## config.mk

```make
export PLATFORM = sky130hd
export DESIGN_NAME = bmp_pixel_to_ascii_shade_unit_flat
export DESIGN_NICKNAME = d
export VERILOG_FILES = /design/src/hw/rtl/bpa_pkg.sv /design/src/hw/rtl/bpa_if.sv /design/src/hw/rtl/bpa_shade.sv /design/src/hw/rtl/bmp_pixel_to_ascii_shade_unit.sv /design/src/flat_wrapper.sv
export SDC_FILE = /design/constraint.sdc
export NUM_CORES = 1
export LEC_CHECK = 0
export CAP_MARGIN = 20
export CORE_MARGIN = 2
export CORE_UTILIZATION = 50
export DETAILED_ROUTE_END_ITERATION = 7
export DONT_BUFFER_PORTS = 1
export RECOVER_POWER = 100
export SLEW_MARGIN = 20
export SYNTH_ARGS = -nofsm -noshare
export SYNTH_HDL_FRONTEND = slang
export SYNTH_SLANG_ARGS = --single-unit
```

## constraint.sdc

```tcl
create_clock -name clk_i -period 10.35 [get_ports clk_i]
set_input_delay 2.07 -clock clk_i [delete_from_list [all_inputs] [get_ports clk_i]]
set_output_delay 2.07 -clock clk_i [all_outputs]
set_load 0.01 [all_outputs]
```

## src/hw/rtl/bpa_pkg.sv

```systemverilog
package bpa_pkg;

  localparam int unsigned PixelW     = 8;
  localparam int unsigned DimW       = 14;
  localparam int unsigned TextRowW   = 13;
  localparam int unsigned CharW      = 7;
  localparam int unsigned CfgIndexW  = 2;

  // Register indexes of the configuration port.
  localparam logic [CfgIndexW-1:0] REG_IMAGE_WIDTH  = 2'd0;
  localparam logic [CfgIndexW-1:0] REG_IMAGE_HEIGHT = 2'd1;

  // Byte position within a pixel.
  localparam logic [1:0] PHASE_BLUE  = 2'd0;
  localparam logic [1:0] PHASE_GREEN = 2'd1;
  localparam logic [1:0] PHASE_RED   = 2'd2;

  // Q16 luminance weights; they sum to 65536.
  localparam logic [15:0] COEF_R = 16'd13933;
  localparam logic [15:0] COEF_G = 16'd46871;
  localparam logic [15:0] COEF_B = 16'd4732;

  // Text rows are floor(height * 9 / 19); the division by 19 is a
  // multiplication by ceil(2^22 / 19), exact for every product below 2^18.
  localparam logic [17:0] ASPECT_NUM  = 18'd9;
  localparam logic [17:0] RECIP_19    = 18'd220753;
  localparam int unsigned RECIP_SHIFT = 22;

  // Selected scanlines advance by 19/9: two whole rows plus one ninth.
  localparam logic [3:0] FRAC_LAST = 4'd8;

  typedef logic [CharW-1:0] char_t;

  // Shade ramp, dark to light.
  localparam char_t SHADE_RAMP [7] = '{
    7'h23, 7'h4f, 7'h6f, 7'h3a, 7'h2a, 7'h2e, 7'h20
  };

  // Smallest luminance at which floor(lum * 6 / 255) reaches 1 .. 6.
  localparam logic [7:0] LEVEL_STEP [6] = '{
    8'd43, 8'd85, 8'd128, 8'd170, 8'd213, 8'd255
  };

  function automatic char_t shade_of(input logic [7:0] lum);
    logic [2:0] level;
    level = 3'd0;
    for (int k = 0; k < 6; k++) begin
      if (lum >= LEVEL_STEP[k]) begin
        level = 3'(k + 1);
      end
    end
    return SHADE_RAMP[3'd6 - level];
  endfunction

endpackage

```

## src/hw/rtl/bpa_if.sv

```systemverilog
interface bpa_pixel_if;
  logic                          valid;
  logic                          ready;
  logic [bpa_pkg::PixelW-1:0]    pixel_byte;

  modport source (output valid, output pixel_byte, input ready);
  modport sink   (input valid, input pixel_byte, output ready);
endinterface

interface bpa_shade_if;
  logic                          valid;
  logic                          ready;
  logic [bpa_pkg::CharW-1:0]     shade_char;
  logic [7:0]                    luminance;
  logic [bpa_pkg::TextRowW-1:0]  text_row;
  logic [bpa_pkg::DimW-1:0]      text_column;
  logic                          row_last;
  logic                          frame_last;

  modport source (output valid, output shade_char, output luminance, output text_row,
                  output text_column, output row_last, output frame_last, input ready);
  modport sink   (input valid, input shade_char, input luminance, input text_row,
                  input text_column, input row_last, input frame_last, output ready);
endinterface

```

## src/hw/rtl/bpa_shade.sv

```systemverilog
module bpa_shade (
  input  logic [7:0]                 red_i,
  input  logic [7:0]                 green_i,
  input  logic [7:0]                 blue_i,
  output logic [7:0]                 luminance_o,
  output logic [bpa_pkg::CharW-1:0]  shade_char_o
);

  logic [23:0] weighted_sum;

  // The weights sum to 2^16, so the sum never exceeds 24 bits.
  assign weighted_sum = 24'(bpa_pkg::COEF_R) * 24'(red_i)
                      + 24'(bpa_pkg::COEF_G) * 24'(green_i)
                      + 24'(bpa_pkg::COEF_B) * 24'(blue_i);

  assign luminance_o  = weighted_sum[23:16];
  assign shade_char_o = bpa_pkg::shade_of(weighted_sum[23:16]);

endmodule

```

## src/hw/rtl/bmp_pixel_to_ascii_shade_unit.sv

```systemverilog
// Converts the pixel array of a 24-bit bitmap, one byte per transfer in storage order
// (blue, green, red, then padding to a 4-byte boundary at the end of each scanline),
// into shade characters. Only scanlines floor(y*19/9) are kept, giving floor(H*9/19)
// text rows; each kept pixel yields one character with its luminance, text row, column
// and end-of-row and end-of-frame flags. One byte is taken every cycle while results
// are being drained; a result passes from the red byte of its pixel through a pixel
// register and then the output register. Any write to the width or height
// register returns the stream to the start of a frame.
module bmp_pixel_to_ascii_shade_unit (
  input  logic                            clk_i,
  input  logic                            rst_ni,
  input  logic                            cfg_we_i,
  input  logic [bpa_pkg::CfgIndexW-1:0]   cfg_index_i,
  input  logic [bpa_pkg::DimW-1:0]        cfg_wdata_i,
  bpa_pixel_if.sink                       pixel_in,
  bpa_shade_if.source                     shade_out
);

  localparam int unsigned DimW  = bpa_pkg::DimW;
  localparam int unsigned TrowW = bpa_pkg::TextRowW;

  // Configuration, held in effective form (zero acts as one).
  logic [DimW-1:0]  width_q;
  logic [DimW-1:0]  height_q;
  logic [TrowW-1:0] text_rows_q;
  logic [DimW-1:0]  cfg_eff;
  logic [35:0]      text_rows_prod;

  // Stream position.
  logic [1:0]       phase_q, phase_d;
  logic [15:0]      held_bg_q, held_bg_d;
  logic [DimW-1:0]  col_q, col_d;
  logic [1:0]       pad_q, pad_d;
  logic [DimW-1:0]  src_q, src_d;
  logic [TrowW-1:0] trc_q, trc_d;
  logic [DimW-1:0]  nsr_q, nsr_d;
  logic [3:0]       frac_q, frac_d;

  // Pixel register and output register.
  logic             a_valid_q;
  logic [7:0]       a_red_q, a_green_q, a_blue_q;
  logic [TrowW-1:0] a_row_q;
  logic [DimW-1:0]  a_col_q;
  logic             a_row_last_q, a_frame_last_q;
  logic             b_valid_q;

  logic             in_fire, b_free, a_move, pixel_done, selected, row_end, frame_end;
  logic [DimW:0]    col_inc, src_inc;
  logic [7:0]       lum_c;
  logic [bpa_pkg::CharW-1:0] char_c;

  assign cfg_eff        = (cfg_wdata_i == '0) ? DimW'(1) : cfg_wdata_i;
  assign text_rows_prod = 36'({4'd0, cfg_eff} * bpa_pkg::ASPECT_NUM) * 36'(bpa_pkg::RECIP_19);

  assign b_free          = !b_valid_q || shade_out.ready;
  assign a_move          = a_valid_q && b_free;
  assign pixel_in.ready  = !a_valid_q || b_free;
  assign in_fire         = pixel_in.valid && pixel_in.ready;

  assign col_inc    = {1'b0, col_q} + (DimW+1)'(1);
  assign src_inc    = {1'b0, src_q} + (DimW+1)'(1);
  assign row_end    = col_inc >= {1'b0, width_q};
  assign selected   = (trc_q < text_rows_q) && (src_q == nsr_q);
  assign frame_end  = row_end && (({1'b0, trc_q} + (TrowW+1)'(1)) == {1'b0, text_rows_q});
  assign pixel_done = in_fire && (pad_q == 2'd0) && (phase_q == bpa_pkg::PHASE_RED);

  always_comb begin
    phase_d   = phase_q;
    held_bg_d = held_bg_q;
    col_d     = col_q;
    pad_d     = pad_q;
    src_d     = src_q;
    trc_d     = trc_q;
    nsr_d     = nsr_q;
    frac_d    = frac_q;
    if (in_fire) begin
      if (pad_q != 2'd0) begin
        pad_d = pad_q - 2'd1;
      end else if (phase_q == bpa_pkg::PHASE_GREEN) begin
        held_bg_d = {pixel_in.pixel_byte, held_bg_q[7:0]};
        phase_d   = bpa_pkg::PHASE_RED;
      end else if (phase_q != bpa_pkg::PHASE_RED) begin
        held_bg_d = {8'd0, pixel_in.pixel_byte};
        phase_d   = bpa_pkg::PHASE_GREEN;
      end else begin
        phase_d = bpa_pkg::PHASE_BLUE;
        if (!row_end) begin
          col_d = col_inc[DimW-1:0];
        end else begin
          col_d = '0;
          pad_d = width_q[1:0];
          if (selected) begin
            trc_d = trc_q + TrowW'(1);
            if (frac_q == bpa_pkg::FRAC_LAST) begin
              frac_d = '0;
              nsr_d  = nsr_q + DimW'(3);
            end else begin
              frac_d = frac_q + 4'd1;
              nsr_d  = nsr_q + DimW'(2);
            end
          end
          if (src_inc >= {1'b0, height_q}) begin
            src_d  = '0;
            trc_d  = '0;
            nsr_d  = '0;
            frac_d = '0;
          end else begin
            src_d = src_inc[DimW-1:0];
          end
        end
      end
    end
  end

  always_ff @(posedge clk_i or negedge rst_ni) begin
    if (!rst_ni) begin
      width_q     <= DimW'(1);
      height_q    <= DimW'(1);
      text_rows_q <= '0;
      phase_q     <= bpa_pkg::PHASE_BLUE;
      held_bg_q   <= '0;
      col_q       <= '0;
      pad_q       <= '0;
      src_q       <= '0;
      trc_q       <= '0;
      nsr_q       <= '0;
      frac_q      <= '0;
    end else if (cfg_we_i && (cfg_index_i == bpa_pkg::REG_IMAGE_WIDTH ||
                              cfg_index_i == bpa_pkg::REG_IMAGE_HEIGHT)) begin
      if (cfg_index_i == bpa_pkg::REG_IMAGE_WIDTH) begin
        width_q <= cfg_eff;
      end else begin
        height_q    <= cfg_eff;
        text_rows_q <= text_rows_prod[bpa_pkg::RECIP_SHIFT+TrowW-1:bpa_pkg::RECIP_SHIFT];
      end
      phase_q   <= bpa_pkg::PHASE_BLUE;
      held_bg_q <= '0;
      col_q     <= '0;
      pad_q     <= '0;
      src_q     <= '0;
      trc_q     <= '0;
      nsr_q     <= '0;
      frac_q    <= '0;
    end else begin
      phase_q   <= phase_d;
      held_bg_q <= held_bg_d;
      col_q     <= col_d;
      pad_q     <= pad_d;
      src_q     <= src_d;
      trc_q     <= trc_d;
      nsr_q     <= nsr_d;
      frac_q    <= frac_d;
    end
  end

  // The pixel register holds a kept pixel until the output register is free.
  always_ff @(posedge clk_i or negedge rst_ni) begin
    if (!rst_ni) begin
      a_valid_q <= 1'b0;
    end else if (pixel_done && selected) begin
      a_valid_q <= 1'b1;
    end else if (a_move) begin
      a_valid_q <= 1'b0;
    end
  end

  always_ff @(posedge clk_i) begin
    if (pixel_done && selected) begin
      a_red_q        <= pixel_in.pixel_byte;
      a_green_q      <= held_bg_q[15:8];
      a_blue_q       <= held_bg_q[7:0];
      a_row_q        <= trc_q;
      a_col_q        <= col_q;
      a_row_last_q   <= row_end;
      a_frame_last_q <= frame_end;
    end
  end

  bpa_shade u_shade (
    .red_i        (a_red_q),
    .green_i      (a_green_q),
    .blue_i       (a_blue_q),
    .luminance_o  (lum_c),
    .shade_char_o (char_c)
  );

  always_ff @(posedge clk_i or negedge rst_ni) begin
    if (!rst_ni) begin
      b_valid_q <= 1'b0;
    end else if (b_free) begin
      b_valid_q <= a_valid_q;
    end
  end

  always_ff @(posedge clk_i) begin
    if (a_move) begin
      shade_out.shade_char  <= char_c;
      shade_out.luminance   <= lum_c;
      shade_out.text_row    <= a_row_q;
      shade_out.text_column <= a_col_q;
      shade_out.row_last    <= a_row_last_q;
      shade_out.frame_last  <= a_frame_last_q;
    end
  end

  assign shade_out.valid = b_valid_q;

`ifndef NO_ASSERTIONS
  a_frame_implies_row: assert property (@(posedge clk_i) disable iff (!rst_ni)
    shade_out.valid |-> (!shade_out.frame_last || shade_out.row_last))
    else $error("frame end flagged on a character that does not end its row");

  a_pixel_held: assert property (@(posedge clk_i) disable iff (!rst_ni)
    (a_valid_q && !b_free && !cfg_we_i) |=> (a_valid_q && $stable(a_col_q) && $stable(a_row_q)))
    else $error("pending pixel lost while the output was stalled");

  a_pad_at_pixel_start: assert property (@(posedge clk_i) disable iff (!rst_ni)
    (pad_q != 2'd0) |-> (phase_q == bpa_pkg::PHASE_BLUE))
    else $error("padding pending in the middle of a pixel");

  a_column_in_range: assert property (@(posedge clk_i) disable iff (!rst_ni)
    col_q < width_q)
    else $error("column count reached the image width");

  a_row_in_range: assert property (@(posedge clk_i) disable iff (!rst_ni)
    (src_q < height_q) && (trc_q <= text_rows_q))
    else $error("scanline or text row count out of range");
`endif

endmodule
```

## src/flat_wrapper.sv

```systemverilog
// flat-port wrapper written by rule: the top's interface ports become plain ports
module bmp_pixel_to_ascii_shade_unit_flat 
  (clk_i, rst_ni, cfg_we_i, cfg_index_i, cfg_wdata_i, pixel_in_valid, pixel_in_pixel_byte, pixel_in_ready, shade_out_valid, shade_out_shade_char, shade_out_luminance, shade_out_text_row, shade_out_text_column, shade_out_row_last, shade_out_frame_last, shade_out_ready);
  bpa_pixel_if pixel_in_i ();
  bpa_shade_if shade_out_i ();
  input  logic clk_i;
  input  logic rst_ni;
  input  logic cfg_we_i;
  input  logic [bpa_pkg::CfgIndexW-1:0] cfg_index_i;
  input  logic [bpa_pkg::DimW-1:0] cfg_wdata_i;
  input wire logic [$bits(pixel_in_i.valid)-1:0] pixel_in_valid;
  input wire logic [$bits(pixel_in_i.pixel_byte)-1:0] pixel_in_pixel_byte;
  output wire logic [$bits(pixel_in_i.ready)-1:0] pixel_in_ready;
  output wire logic [$bits(shade_out_i.valid)-1:0] shade_out_valid;
  output wire logic [$bits(shade_out_i.shade_char)-1:0] shade_out_shade_char;
  output wire logic [$bits(shade_out_i.luminance)-1:0] shade_out_luminance;
  output wire logic [$bits(shade_out_i.text_row)-1:0] shade_out_text_row;
  output wire logic [$bits(shade_out_i.text_column)-1:0] shade_out_text_column;
  output wire logic [$bits(shade_out_i.row_last)-1:0] shade_out_row_last;
  output wire logic [$bits(shade_out_i.frame_last)-1:0] shade_out_frame_last;
  input wire logic [$bits(shade_out_i.ready)-1:0] shade_out_ready;
  assign pixel_in_i.valid = pixel_in_valid;
  assign pixel_in_i.pixel_byte = pixel_in_pixel_byte;
  assign pixel_in_ready = pixel_in_i.ready;
  assign shade_out_valid = shade_out_i.valid;
  assign shade_out_shade_char = shade_out_i.shade_char;
  assign shade_out_luminance = shade_out_i.luminance;
  assign shade_out_text_row = shade_out_i.text_row;
  assign shade_out_text_column = shade_out_i.text_column;
  assign shade_out_row_last = shade_out_i.row_last;
  assign shade_out_frame_last = shade_out_i.frame_last;
  assign shade_out_i.ready = shade_out_ready;
  bmp_pixel_to_ascii_shade_unit u_core (.clk_i(clk_i), .rst_ni(rst_ni), .cfg_we_i(cfg_we_i), .cfg_index_i(cfg_index_i), .cfg_wdata_i(cfg_wdata_i), .pixel_in(pixel_in_i), .shade_out(shade_out_i));
endmodule
```

Word level (Yosys, flattened, before mapping)
Memory sizes are Yosys's and may differ from the RTL's. A register that Yosys moved wholly into a read port is not among the register bits.
Index checks and enable logic that the tools add are counted.
{"block": "totals", "reg_bits": 212, "romBits": 56, "in_bits": 29, "output_inout_bits": 46, "wordCells": 163, "n_memories": 1}
{"block": "classes", "add_sub_neg": 11, "multipliers": 5, "magnitude_cmp": 9, "n_eq_ne": 12, "muxes": 64, "bitwise": 2, "reduce_logical": 33}
{"name": "(no name shown)", "words": 8, "width": 7, "rd": 1, "rd_clocked_by_memory_dff": 1, "write_ports": 0, "line_no": "bpa_pkg.sv:52", "text": "return SHADE_RAMP[3'd6 - level];"}
{"op": "$mux W14", "count": 23}
{"op": "$mux W13", "count": 8}
{"op": "$mux W16", "count": 5}
{"op": "$mux W4", "count": 9}
{"op": "$mul A18 B18 Y35 const B", "count": 1}
{"op": "$ge A8 B8 Y1 const B", "count": 4}
{"op": "$add A14 B1 Y15 const B", "count": 2}
{"op": "$ge A15 B14 Y1", "count": 2}
{"op": "$add A14 B2 Y14 const B", "count": 2}
{"op": "$add A22 B24 Y24", "count": 1}
{"op": "$add A24 B21 Y24", "count": 1}
{"op": "$mul A16 B8 Y24 const A", "count": 1}
{"op": "$mul A14 B8 Y22 const A", "count": 1}
{"op": "$mux W2", "count": 10}
{"op": "$mul A11 B8 Y19 const A", "count": 1}
{"op": "$mul A14 B4 Y18 const B", "count": 1}
{"op": "$mux W3", "count": 5}
{"op": "$add A13 B1 Y14 const B", "count": 1}
{"op": "$eq A14 B13 Y1", "count": 1}
{"op": "$eq A14 B14 Y1", "count": 1}
{"op": "$logic_not A14 Y1", "count": 1}
{"op": "$add A13 B1 Y13 const B", "count": 1}
{"op": "$lt A13 B13 Y1", "count": 1}
{"op": "$reduce_and A4 Y1", "count": 3}
{"op": "23 further kinds", "count": 50}

Longest topological paths before layout
{"block": "logic_depth", "ltp_word": 12, "ltp_mapped": 39, "mapped_depth_nobuf": 38}

Cells and area by module
A second synthesis with hierarchy kept.
{"block": "hier_totals", "hier_cells": 2241, "hier_area_um2": 22759.3}
{"module": "bmp_pixel_to_ascii_shade_unit", "n_inst": 1, "cells_per_inst": 1551, "area_per_inst_um2": 16148.0, "seq_area_each_um2": 5968.2}
{"module": "bpa_shade", "n_inst": 1, "cells_per_inst": 690, "area_per_inst_um2": 6611.3, "seq_area_each_um2": 0.0}

Worst setup path after synthesis
No wires, ideal clock.
{"block": "synth_path", "path_type": "input to register", "startpoint": "input cfg_wdata_i[12] (netlist name)", "endpoint": "register u_core.text_rows_q[12]", "setup_ps": 131, "arrival_ps": 9558, "slack_ps": 661, "cell_stages": 37, "n_path_buf": 1, "path_cell_list": "clkbuf_1 -> nor4_1 -> a41oi_1 -> inv_1 -> ha_1 -> ha_1 -> inv_1 -> fa_1 -> nor2b_1 -> o21ai_0 -> a21boi_0 -> o21ai_0 -> a21boi_0 -> o21ai_0 -> a21boi_0 -> o21a_1 -> mux2_2 -> nand2_1 -> fa_1 -> inv_1 -> fa_1 -> fa_1 -> inv_1 -> fa_1 -> ha_1 -> ha_1 -> ha_1 -> and2_1 -> o21ai_0 -> nand2b_1 -> a21o_1 -> a21o_1 -> a21o_1 -> a21o_1 -> a211oi_1 -> xnor2_1 -> o21ai_1"}
{"block": "synth_between", "elab_chain_len": 4}
{"element": "start: declaration", "line_no": "flat_wrapper.sv:10", "text": "input logic [bpa_pkg::DimW-1:0] cfg_wdata_i;"}
{"element": "$logic_not A14 Y1", "line_no": "bmp_pixel_to_ascii_shade_unit.sv:52", "text": "assign cfg_eff = (cfg_wdata_i == '0) ? DimW'(1) : cfg_wdata_i;"}
{"element": "$mux W14", "line_no": "bmp_pixel_to_ascii_shade_unit.sv:52"}
{"element": "net u_core.cfg_eff[0]", "line_no": "bmp_pixel_to_ascii_shade_unit.sv:26", "text": "logic [DimW-1:0] cfg_eff;"}
{"element": "$mul A14 B4 Y18", "line_no": "bmp_pixel_to_ascii_shade_unit.sv:53", "text": "assign text_rows_prod = 36'({4'd0, cfg_eff} * bpa_pkg::ASPECT_NUM) * 36'(bpa_pkg::RECIP_19);"}
{"element": "$mul A18 B18 Y35", "line_no": "bmp_pixel_to_ascii_shade_unit.sv:53"}
{"element": "end signal: assignment", "line_no": "bmp_pixel_to_ascii_shade_unit.sv:134", "text": "text_rows_q <= text_rows_prod[bpa_pkg::RECIP_SHIFT+TrowW-1:bpa_pkg::RECIP_SHIFT];"}
{"element": "end: declaration", "line_no": "bmp_pixel_to_ascii_shade_unit.sv:25", "text": "logic [TrowW-1:0] text_rows_q;"}
The timed path passes the listed nets, and every way through them passes these cells.
A chain may end at the register's enable or synchronous reset.

Final worst setup path
{"block": "layout_path", "startpoint": "input cfg_wdata_i[13] (netlist name)", "endpoint": "register u_core.text_rows_q[8]"}
Same word-level chain as after synthesis.

==> results.toml <==
[synth]
synth_edf_count = 97
yosysSeqAreaShare_pct = 26.6
netlist.area_leader.share_pct = 22.2
synth_seq_cells = 219
synth_area_leaders = "fa_1 22%, ha_1 19%, dfrtp_1 13%"
synth_top_area_cell = "fa_1"
syn_nets = 2793
synthFlopType = "dfrtp_1"
yosysMostFrequentCell = "inv_1"
synthCells = 2168
async_flop_share_pct = 55.7
syn_area_um2 = 22400
avgSynthCellArea_um2 = 10.3
ys_types = 81
ys_top_cells_by_count = "468 x inv_1, 347 x ha_1, 249 x fa_1"
yosys_warnings = 0

[worst_setup_path]
path_max_fanout = 7
crit_required_ns = 10.69
r2r_slack_ns = 0.70
crit_path_end_kind = "flip-flop"
rr_endpoint = "u_core.shade_out.shade_char[1]"
worstSetupPathType = "in -> reg"
ff2ff_path_depth = 36
crit_arrival_ns = 10.02
reg2reg_from = "u_core.a_blue_q[2]"
cp_slowest_stage_delay_ns = 0.50
crit_top_cell = "fa_1"
cp-start-kind = "input port"
worst_path_max_delay_cell = "fa_1"

[global_routing]
antenna_found_initial = 1
grt_pass1_vias = 15600
grt_max_degree = 123
track_usage_pct = 22.1
overflow = 0
grt_pass1_wl_um = 81800

[cts]
cts.clk_slew.worst_paths_ns = 0.06
cts_setup_buffers = 0
cts_sinks = 219
cts_buffers = 25
cts_tree = "yes"
clk_path_buf_depth = 3
clock-root-buffer = "clkbuf_16"
cts.hold.buffers_added = 0
clk_latency_ns = 0.53
htreeDepth = 1

[die]
std_cell_rows = 77
die_x_um = 216
dieArea_um2 = 46600
fp.coreArea_um2 = 44200
die_h_um = 216
pin_count = 75
start_util_pct = 50.7

[route]
drtIter0Drc = 797
num_vias = 14600
routed_via_density = 5.25
firstDrtPassIters = 5
detail_route.wl_per_cell_um = 17.7
antenna_left = 0
drc = 0
drt-total-wl_um = 49100

[final_layout]
multi_input_area_um2 = 14500
ff_latch_area_um2 = 5970
fillers = 3945
diodes = 0
drive_gt1_share_pct = 4.68
layout.nets = 2787
area_growth_pct = 6.35

[sta]
setup_tns_ns = 0
drv_slew = 136
fmax_mhz = 103
rsz0062_at_grt = "false"
fin_crit_ns = 9.68
skew_ns = 0.0202
final.period_utilization_pct = 93.6
tightestPinTransition_ns = 3.10
relSlewSlack_pct = -107
setup_violations = 0
final_hold_viol_count = 0

[place]
port_buffers = 0
gp_congestion = 0.922
hpwl_um = 40700

[job]
cap_violations = 4

[status]
outcome = "finished with violations"
violations = "max-capacitance violations, max-slew violations"

[worst_hold_path]
whs_path_depth = 0
hold_path_class = "reg -> reg"
min_from = "u_core.a_col_q[10]"
whs_endpoint = "u_core.shade_out.text_column[10]"
-- metal layers --
metal | vias to the layer above | wire length [um] | global-route usage (%)
li1 | 7068 | - | -
met1 | 7208 | 21200 | 28.5
met2 | 218 | 24900 | 39.6
met3 | 68 | 1660 | 2.68
met4 | 0 | 1310 | 5.79
met5 | - | 0 | 0
-- cells in the final DEF (no fill, tap or decap), types with 40 or more instances in the layout --
master	instances
xnor2_1	67
nor2_1	87
a21oi_1	65
o21ai_0	114
nand2_1	120
ha_1	347
fa_1	249
edfxtp_1	97
dfrtp_1	120
xor2_1	40
inv_1	468
-- worst max path at each step --
stage	slack [ns]	endpoint	start	cells past startpoint
2_1_floorplan	0.66	u_core.text_rows_q[12]	cfg_wdata_i[12]	37
3_3_place_gp	0.43	u_core.text_rows_q[7]	cfg_wdata_i[5]	35
3_5_place_dp	0.19	u_core.text_rows_q[8]	cfg_wdata_i[13]	35
4_1_cts	0.64	u_core.shade_out.shade_char[1]	u_core.a_blue_q[2]	36
5_1_grt	0.08	u_core.shade_out.shade_char[1]	u_core.a_blue_q[2]	36
6_report	0.67	u_core.text_rows_q[8]	cfg_wdata_i[13]	35
-- state kept, by name (all words and copies together), names as in the netlist, 2 cells and up --
signal,count
u_core.trc_q,13
u_core.a_col_q,14
u_core.shade_out.text_column,14
u_core.col_q,14
u_core.a_blue_q,8
u_core.a_red_q,8
u_core.height_q,14
u_core.text_rows_q,13
u_core.shade_out.text_row,13
u_core.src_q,14
u_core.a_row_q,13
u_core.a_green_q,8
u_core.width_q,14
u_core.pad_q,2
u_core.shade_out.luminance,8
u_core.held_bg_q,16
u_core.shade_out.shade_char,7
u_core.phase_q,2
u_core.frac_q,4
u_core.nsr_q,14
-- cell families after synthesis --
group	after synthesis	synth area share [%]
and+or+nand+nor	393	8.63
muxes	27	1.28
xor gates and xnor gates	108	4.34
DFF	219	26.6
AOI/OAI and AO/OA	302	8.78
buffers and inverters	523	8.78
adders and majority gates	596	41.6
-- area by class of cell --
| cell class | count | share of cell area [%] |
|---|---|---|
| clock buffer | 33 | 2.75 |
| sequential | 219 | 25.0 |
| tap | 592 | 3.11 |
| clock inverter | 12 | 0.414 |
| multi-input combinational | 1426 | 60.8 |
| inverter | 469 | 7.38 |
| timing repair buffer | 21 | 0.535 |
-- stage by stage --
stage | worst slack [ns] | area, um2 | hold WS, ns | instances | util [%]
floorplan | 0.661 | 22400 | 0.400 | 2168 | -
global placement | 0.426 | 23100 | 0.400 | 2727 | 52.3
detailed placement | 0.189 | 23100 | 0.405 | 2727 | 52.3
CTS | 0.644 | 23900 | 0.418 | 2772 | 54.0
global route | 0.0759 | 23900 | 0.427 | 2772 | 53.9
finish | 0.667 | 23900 | 0.415 | 2772 | 53.9
-- timing repair --
item	CTS	global route
resized for setup	0	2
endpoints found under the hold margin	0	0
setup endpoints to repair	0	1
-- critical path: cells and delay by family --
family | cells | cell delay, ns
AO/OA/AOI/OAI | 14 | 2.48
adder cells (fa/ha/maj) | 10 | 3.78
AND/OR/NAND/NOR | 5 | 0.79
buffers and inverters | 4 | 0.34
XOR/XNOR | 2 | 0.55
Power is left out: the tool's default activity adds up to more than one toggle a clock period on the data nets, which glitch-free logic cannot reach.
